**config.mk**
```make
export PLATFORM = sky130hd
export DESIGN_NAME = pid_with_clamped_terms
export DESIGN_NICKNAME = d
export VERILOG_FILES = /design/src/rtl/pwc_pkg.sv /design/src/rtl/pid_with_clamped_terms.sv
export SDC_FILE = /design/constraint.sdc
export NUM_CORES = 2
export LEC_CHECK = 0
export ABC_AREA = 1
export BUFFER_PORTS_ARGS = -buffer_cell sky130_fd_sc_hd__buf_2
export CAP_MARGIN = 20
export CORE_AREA = 4 4 323 325
export CTS_CLUSTER_DIAMETER = 50
export DETAILED_ROUTE_END_ITERATION = 7
export DIE_AREA = 0 0 327 329
export PLACE_DENSITY = 0.6
export SKIP_CTS_REPAIR_TIMING = 1
export SYNTH_ARGS = -nofsm -noshare
export SYNTH_HDL_FRONTEND = slang
export SYNTH_SLANG_ARGS = --single-unit
```
**constraint.sdc**
```tcl
create_clock -name i_clk -period 21 [get_ports i_clk]
set_input_delay 6.3 -clock i_clk [delete_from_list [all_inputs] [get_ports i_clk]]
set_output_delay 6.3 -clock i_clk [all_outputs]
set_load 0.01 [all_outputs]
```
**src/rtl/pwc_pkg.sv**
```systemverilog
// ----------------------------------------------------------------------------
// pwc_pkg: shared types, constants and helpers for the clamped-term PID
// fixed-point widths, config register codes, clamp and saturation functions
// ----------------------------------------------------------------------------
package pwc_pkg;

    // sample rate is a power of two, so dividing by it is an arithmetic shift
    localparam int SampleRateLog2 = 8;
    localparam int SampleRateHz   = 1 << SampleRateLog2;

    localparam int DataW   = 32;                      // Q16.16 samples and terms
    localparam int GainW   = 16;                      // unsigned Q8.8 gains
    localparam int GainFrac = 8;
    localparam int LimitW  = 31;                      // unsigned Q15.16 limits
    localparam int CfgIdxW = 3;

    // widest value fed to the clamp: error difference times the sample rate
    localparam int ClampW  = DataW + 1 + SampleRateLog2;
    // signed sample times zero-extended gain
    localparam int ProdW   = DataW + GainW + 1;
    localparam int ScaledW = ProdW - GainFrac;
    localparam int SatW    = (ScaledW > ClampW) ? ScaledW : ClampW;
    localparam int SumW    = DataW + 2;

    typedef enum logic [CfgIdxW-1:0] {
        CFG_KP      = 3'd0,
        CFG_KI      = 3'd1,
        CFG_KD      = 3'd2,
        CFG_P_LIMIT = 3'd3,
        CFG_I_LIMIT = 3'd4,
        CFG_D_LIMIT = 3'd5
    } t_cfg_idx;

    typedef enum logic [7:0] {
        S_IDLE  = 8'b0000_0001,
        S_CLMP  = 8'b0000_0010,   // clamp proportional error
        S_MULP  = 8'b0000_0100,   // kp product, integral update
        S_MULI  = 8'b0000_1000,   // ki product, derivative clamp
        S_MULD  = 8'b0001_0000,   // kd product
        S_SATD  = 8'b0010_0000,   // last term
        S_ADD   = 8'b0100_0000,   // saturated sum
        S_OUT   = 8'b1000_0000    // result waits for transfer
    } t_state;

    // symmetric clamp to +-lim; result always fits DataW bits
    function automatic logic signed [DataW-1:0] clamp_sym(
        input logic signed [ClampW-1:0] x,
        input logic        [LimitW-1:0] lim
    );
        logic signed [ClampW-1:0] pos;
        logic signed [ClampW-1:0] neg;
        logic signed [ClampW-1:0] res;
        pos = $signed({{(ClampW-LimitW){1'b0}}, lim});
        neg = -pos;
        if (x > pos) begin
            res = pos;
        end else if (x < neg) begin
            res = neg;
        end else begin
            res = x;
        end
        return res[DataW-1:0];
    endfunction

    function automatic logic signed [DataW-1:0] sat32(input logic signed [SatW-1:0] x);
        logic signed [DataW-1:0] res;
        if ((&x[SatW-1:DataW-1]) || !(|x[SatW-1:DataW-1])) begin
            res = x[DataW-1:0];
        end else if (x[SatW-1]) begin
            res = {1'b1, {(DataW-1){1'b0}}};
        end else begin
            res = {1'b0, {(DataW-1){1'b1}}};
        end
        return res;
    endfunction

endpackage

```
**src/rtl/pid_with_clamped_terms.sv**
```systemverilog
// ----------------------------------------------------------------------------
// pid_with_clamped_terms: fixed-point PID with clamped P, I and D terms
// one shared clamp, one shared gain multiplier, a term saturator and a sum saturator under a
// small sequencer; Q16.16 data, unsigned Q8.8 gains
// ----------------------------------------------------------------------------
//  channel | direction | handshake                    | payload
//  --------+-----------+------------------------------+----------------------------
//  in      | sink      | i_in_valid / o_in_stall      | i_error_in
//  out     | source    | o_out_valid / i_out_stall    | o_correction, o_p_term,
//          |           |                              | o_i_term, o_d_term
//  cfg     | sink      | i_cfg_valid / o_cfg_ready    | i_cfg_index, i_cfg_data
//
//  an item passes from transfer through CLMP, MULP, MULI, MULD, SATD and ADD to OUT, then the
//  result is held until it transfers; the next item is taken in the cycle after that;
//  the state sequence follows the three passes through the one gain multiplier
//  synchronous active-low reset clears gains, limits, integral and previous error
//  o_in_stall is high from the transfer in until the result transfers out
// ----------------------------------------------------------------------------
module pid_with_clamped_terms (
    input  logic                             i_clk,
    input  logic                             i_rst_n,

    input  logic                             i_in_valid,
    output logic                             o_in_stall,
    input  logic signed [pwc_pkg::DataW-1:0] i_error_in,

    output logic                             o_out_valid,
    input  logic                             i_out_stall,
    output logic signed [pwc_pkg::DataW-1:0] o_correction,
    output logic signed [pwc_pkg::DataW-1:0] o_p_term,
    output logic signed [pwc_pkg::DataW-1:0] o_i_term,
    output logic signed [pwc_pkg::DataW-1:0] o_d_term,

    input  logic                             i_cfg_valid,
    output logic                             o_cfg_ready,
    input  logic [pwc_pkg::CfgIdxW-1:0]      i_cfg_index,
    input  logic [pwc_pkg::DataW-1:0]        i_cfg_data
);

    localparam int DataW   = pwc_pkg::DataW;
    localparam int GainW   = pwc_pkg::GainW;
    localparam int LimitW  = pwc_pkg::LimitW;
    localparam int ClampW  = pwc_pkg::ClampW;
    localparam int ProdW   = pwc_pkg::ProdW;
    localparam int ScaledW = pwc_pkg::ScaledW;
    localparam int SatW    = pwc_pkg::SatW;
    localparam int SumW    = pwc_pkg::SumW;
    localparam int Sh      = pwc_pkg::SampleRateLog2;

    pwc_pkg::t_state r_state, n_state;

    logic [GainW-1:0]  r_kp, r_ki, r_kd;
    logic [LimitW-1:0] r_p_limit, r_i_limit, r_d_limit;

    logic signed [DataW-1:0] r_integral, r_prev;
    logic signed [DataW-1:0] r_err;
    logic signed [DataW-1:0] r_opa;
    logic signed [ProdW-1:0] r_prod;
    logic signed [DataW-1:0] r_p_term, r_i_term, r_d_term, r_correction;

    // shared unit inputs
    logic signed [ClampW-1:0] clamp_x;
    logic        [LimitW-1:0] clamp_lim;
    logic signed [DataW-1:0]  clamp_y;
    logic signed [DataW-1:0]  mul_a;
    logic        [GainW-1:0]  mul_g;
    logic signed [ProdW-1:0]  mul_y;
    logic signed [ScaledW-1:0] scaled;
    logic signed [DataW-1:0]  sat_y;
    logic signed [SumW-1:0]   term_sum;
    logic signed [DataW-1:0]  sum_sat;

    logic signed [ClampW-1:0] err_ext, integ_ext, prev_ext, err_div_ext, diff_ext;

    assign o_cfg_ready = 1'b1;
    assign o_in_stall  = (r_state != pwc_pkg::S_IDLE);
    assign o_out_valid = (r_state == pwc_pkg::S_OUT);
    assign o_correction = r_correction;
    assign o_p_term     = r_p_term;
    assign o_i_term     = r_i_term;
    assign o_d_term     = r_d_term;

    assign err_ext     = {{(ClampW-DataW){r_err[DataW-1]}}, r_err};
    assign integ_ext   = {{(ClampW-DataW){r_integral[DataW-1]}}, r_integral};
    assign prev_ext    = {{(ClampW-DataW){r_prev[DataW-1]}}, r_prev};
    // floor division by the sample rate
    assign err_div_ext = err_ext >>> Sh;
    // difference times the sample rate, full precision
    assign diff_ext    = (err_ext - prev_ext) <<< Sh;

    always_comb begin
        clamp_x   = err_ext;
        clamp_lim = r_p_limit;
        case (r_state)
            pwc_pkg::S_MULP: begin
                clamp_x   = integ_ext + err_div_ext;
                clamp_lim = r_i_limit;
            end
            pwc_pkg::S_MULI: begin
                clamp_x   = diff_ext;
                clamp_lim = r_d_limit;
            end
            default: begin
                clamp_x   = err_ext;
                clamp_lim = r_p_limit;
            end
        endcase
    end

    assign clamp_y = pwc_pkg::clamp_sym(clamp_x, clamp_lim);

    always_comb begin
        mul_a = r_opa;
        mul_g = r_kp;
        case (r_state)
            pwc_pkg::S_MULI: begin
                mul_a = r_integral;
                mul_g = r_ki;
            end
            pwc_pkg::S_MULD: begin
                mul_a = r_opa;
                mul_g = r_kd;
            end
            default: begin
                mul_a = r_opa;
                mul_g = r_kp;
            end
        endcase
    end

    assign mul_y  = mul_a * $signed({1'b0, mul_g});
    // Q8.8 rescale, floor
    assign scaled = r_prod[ProdW-1:pwc_pkg::GainFrac];
    assign sat_y  = pwc_pkg::sat32({{(SatW-ScaledW){scaled[ScaledW-1]}}, scaled});

    assign term_sum = {{(SumW-DataW){r_p_term[DataW-1]}}, r_p_term}
                    + {{(SumW-DataW){r_i_term[DataW-1]}}, r_i_term}
                    + {{(SumW-DataW){r_d_term[DataW-1]}}, r_d_term};
    assign sum_sat  = pwc_pkg::sat32({{(SatW-SumW){term_sum[SumW-1]}}, term_sum});

    always_comb begin
        n_state = r_state;
        case (r_state)
            pwc_pkg::S_IDLE: if (i_in_valid) n_state = pwc_pkg::S_CLMP;
            pwc_pkg::S_CLMP: n_state = pwc_pkg::S_MULP;
            pwc_pkg::S_MULP: n_state = pwc_pkg::S_MULI;
            pwc_pkg::S_MULI: n_state = pwc_pkg::S_MULD;
            pwc_pkg::S_MULD: n_state = pwc_pkg::S_SATD;
            pwc_pkg::S_SATD: n_state = pwc_pkg::S_ADD;
            pwc_pkg::S_ADD:  n_state = pwc_pkg::S_OUT;
            pwc_pkg::S_OUT:  if (!i_out_stall) n_state = pwc_pkg::S_IDLE;
            default:         n_state = pwc_pkg::S_IDLE;
        endcase
    end

    always_ff @(posedge i_clk) begin
        if (!i_rst_n) begin
            r_state    <= pwc_pkg::S_IDLE;
            r_kp       <= '0;
            r_ki       <= '0;
            r_kd       <= '0;
            r_p_limit  <= '0;
            r_i_limit  <= '0;
            r_d_limit  <= '0;
            r_integral <= '0;
            r_prev     <= '0;
        end else begin
            r_state <= n_state;
            if (i_cfg_valid) begin
                case (i_cfg_index)
                    pwc_pkg::CFG_KP:      r_kp      <= i_cfg_data[GainW-1:0];
                    pwc_pkg::CFG_KI:      r_ki      <= i_cfg_data[GainW-1:0];
                    pwc_pkg::CFG_KD:      r_kd      <= i_cfg_data[GainW-1:0];
                    pwc_pkg::CFG_P_LIMIT: r_p_limit <= i_cfg_data[LimitW-1:0];
                    pwc_pkg::CFG_I_LIMIT: r_i_limit <= i_cfg_data[LimitW-1:0];
                    pwc_pkg::CFG_D_LIMIT: r_d_limit <= i_cfg_data[LimitW-1:0];
                    default: ;
                endcase
            end
            if (r_state == pwc_pkg::S_MULP) r_integral <= clamp_y;
            if (r_state == pwc_pkg::S_MULD) r_prev <= r_err;
        end
    end

    // datapath, no reset needed
    always_ff @(posedge i_clk) begin
        case (r_state)
            pwc_pkg::S_IDLE: begin
                if (i_in_valid) r_err <= i_error_in;
            end
            pwc_pkg::S_CLMP: begin
                r_opa <= clamp_y;
            end
            pwc_pkg::S_MULP: begin
                r_prod <= mul_y;
            end
            pwc_pkg::S_MULI: begin
                r_p_term <= sat_y;
                r_prod   <= mul_y;
                r_opa    <= clamp_y;
            end
            pwc_pkg::S_MULD: begin
                r_i_term <= sat_y;
                r_prod   <= mul_y;
            end
            pwc_pkg::S_SATD: begin
                r_d_term <= sat_y;
            end
            pwc_pkg::S_ADD: begin
                r_correction <= sum_sat;
            end
            default: ;
        endcase
    end

endmodule

```
==> flow_summary.ini <==
[clock_tree]
insertion_delay_ns = 0.68
clock_path_buffers = 3
cts.clk_slew.worst_paths_ns = 0.06
clock-sinks = 446
cts_root_buf = clkbuf_16
cts_inserted_buffers = 59
cts_max_level = 2
cts_tree = yes

[worst_setup_path]
crit_arrival_ns = 9.87
critical_path_buf_inv_count = 7
cp_top_family = adder cells
cpMostUsedCell = nand2_1
slowest_delay_ns = 0.75
worstSetupStartpointType = flop
cp_max_fo = 59
reg2reg_slack_ns = 11.54
slowest_stage = buf_4
worstSetupPathType = reg2reg
required_ns = 21.41
crit_path_end_kind = flop

[power_and_ir_drop]
intPower_mw = 1.782
ir_worst_vdd_v = 0.00006766
switching_share = 0.3442
finalPower_mw = 2.717
p_sw_uw = 935.1
pwr-share-comb = 0.274
clkPwrFrac = 0.371
power_density_nw_per_um2 = 54.67
leakage_nw = 24.18
seqPwrFrac = 0.354

[synth]
seq_area_frac_synth = 0.2488
synth_cell_types = 58
syn_avg_cell_area_um2 = 7.773
yosys_warnings = 0
synth_top_area_cell = fa_1
synthTopCellsByArea = fa_1, edfxtp_1, nand2_1
postSynthCellCount = 5822
synth-seq-cells = 446
synth.top_cell.area_share = 0.2309
synth_area_um2 = 45260
syn_nets = 6699

[global_route]
grt_max_degree = 103
grt_pass1_vias = 37490
grt_pass1_wl_um = 220900
grt_use_total = 0.2655
grt_overflow = 0
grt_antenna_before_repair = 2

[finish]
seq_area_um2 = 11260
area_growth_pct = 9.820
multi_input_area_um2 = 29120
drive_gt1_frac = 0.08590
fillCellCount = 10170
diodes = 0
finalNetCount = 6835
final_cells = 7375

[detailed_routing]
drc = 0
first_pass_iters = 5
post_drt_wl_per_cell_um = 19.40
wirelength_um = 143100
ant_nets = 0
drt_iter0_drc = 3129
vias_per_cell = 5.214
vias = 38460

[sta]
worst_clock_skew_ns = 0.03250
slew_viol_final = 0
timing.final.crit_share = 0.4507
rsz0062_at_grt = false
hold_viol = 0
setup-tns-final_ns = 0
clock.fmax_mhz = 105.7
max_slew_margin = 0.2422
min_period_ns = 9.465
worstMarginPinSlew_ns = 1.122
setup_viol_count_final = 0

[placed_design]
port_buffers = 200
gp_congestion = 0.9894
dpl.hpwl_um = 114200
dp.cells = 7263

[die]
dieArea_um2 = 107600
initial_utilization = 0.4461
core_um2 = 101400
io_pins = 203
core.rowCount = 117
die_h_um = 329
die_w_um = 327

[run]
drv_cap = 0

[status]
status = complete, no violations

[min_path]
hold_class = reg2reg
==> kinds of logic (layout without fill, tap and decap cells) <==
family	Yosys count	in the layout	share of synthesized area
adder cells (fa/ha/maj)	805	805	0.3091
AND/OR/NAND/NOR	2395	2395	0.2199
AO/OA/AOI/OAI	799	799	0.09474
buffers and inverters	1283	1468	0.1093
other	1	1	0.00008286
flip-flops	446	446	0.2488
XOR/XNOR	93	93	0.01800
==> flip-flops by register name, indices dropped and copies added (netlist names) <==
signal,cells
r_state,8
r_prev,32
o_d_term,32
r_d_limit,31
r_kd,16
r_opa,32
r_p_limit,31
o_i_term,32
r_prod,41
r_kp,16
r_i_limit,31
o_p_term,32
o_correction,32
r_ki,16
r_integral,32
r_err,32
==> Yosys cell counts, drive strengths merged <==
master      n
o21a        9
a21oi     337
a211oi      4
nor4       18
buf        67
and3        2
o21ai     351
o311ai      1
a22o        4
ha        283
conb        1
o211ai     10
fa        522
o22ai       8
xor2       55
nand3     255
inv      1088
a32o        2
a21o        5
clkbuf    116
edfxtp    233
clkinv     12
o221ai      3
nand4      29
a21boi      7
xnor2      38
o31ai       3
nor3       36
nor2      738
nor3b       1
o21bai     23
o2111ai     2
nand3b      7
a311oi      1
or2        37
dfxtp     213
and2        9
a221oi      2
nand2    1263
a31oi      27
==> power by group through the flow <==
stage	registers (mW)	logic, mW	clock network [mW]
finish	0.963	0.745	1.01
global route	0.963	0.839	1.07
CTS	0.962	0.739	1.04
detailed placement	0.981	0.736	0
global placement	0.981	0.728	0
floorplan	0.973	0.520	0
==> cells in the final DEF (no fill, tap or decap), types with 30 or more instances in the layout <==
master	synthesis	final
nand2_1	1248	1246
inv_1	1064	1063
nor2_1	686	685
fa_1	522	522
a21oi_1	335	330
o21ai_0	315	310
ha_1	283	283
nand3_1	251	250
edfxtp_1	233	233
dfxtp_1	213	213
buf_2	50	199
clkbuf_16	0	61
buf_4	6	57
xor2_1	55	55
xnor2_1	38	38
nor3_1	35	35
or2_2	35	35
nor2_2	33	33
o21ai_1	29	30
==> path summary, 6_finish.rpt <==
kind                               startpoint             to  depth (start not counted)
worst max-delay path               r_state[7]     r_prod[45]                         33
worst min-delay path            r_p_limit[18]  r_p_limit[18]                          2
worst max register to register     r_state[7]     r_prod[45]                         33
worst min register to register  r_p_limit[18]  r_p_limit[18]                          2
==> layout make-up <==
type / count / area share
repair buffers: 258 / 0.02961
clock buffers: 73 / 0.03242
multi-input cells: 4093 / 0.5860
flip-flops and latches: 446 / 0.2266
well taps: 1368 / 0.03444
inverters: 1100 / 0.08313
clock inverters: 37 / 0.007854
==> per-stage QoR <==
stage	hold WS [ns]	instance area, µm²	util	setup WS, ns
3_3_place_gp	0.4337	47650	0.4697	11.62
4_1_cts	0.4484	49650	0.4894	11.42
2_1_floorplan	0.4241	45260	-	12.87
3_5_place_dp	0.4404	47650	0.4697	11.46
6_report	0.4494	49700	0.4899	11.54
5_1_grt	0.4663	49700	0.4899	10.98
==> per-layer routing <==
metal,global-route usage,up-vias,part of all wire
met1,0.3721,18490,0.45
met4,0.08365,0,0.036
li1,-,18440,-
met5,0,-,0
met2,0.4293,1320,0.45
met3,0.03593,212,0.066
==> worst min-delay path: stages, from the launching register on <==
cell and delay [ns]:
dfxtp_1 0.29, inv_1 0.06, a21oi_1 0.05
Power figures use the tool's default switching activity.
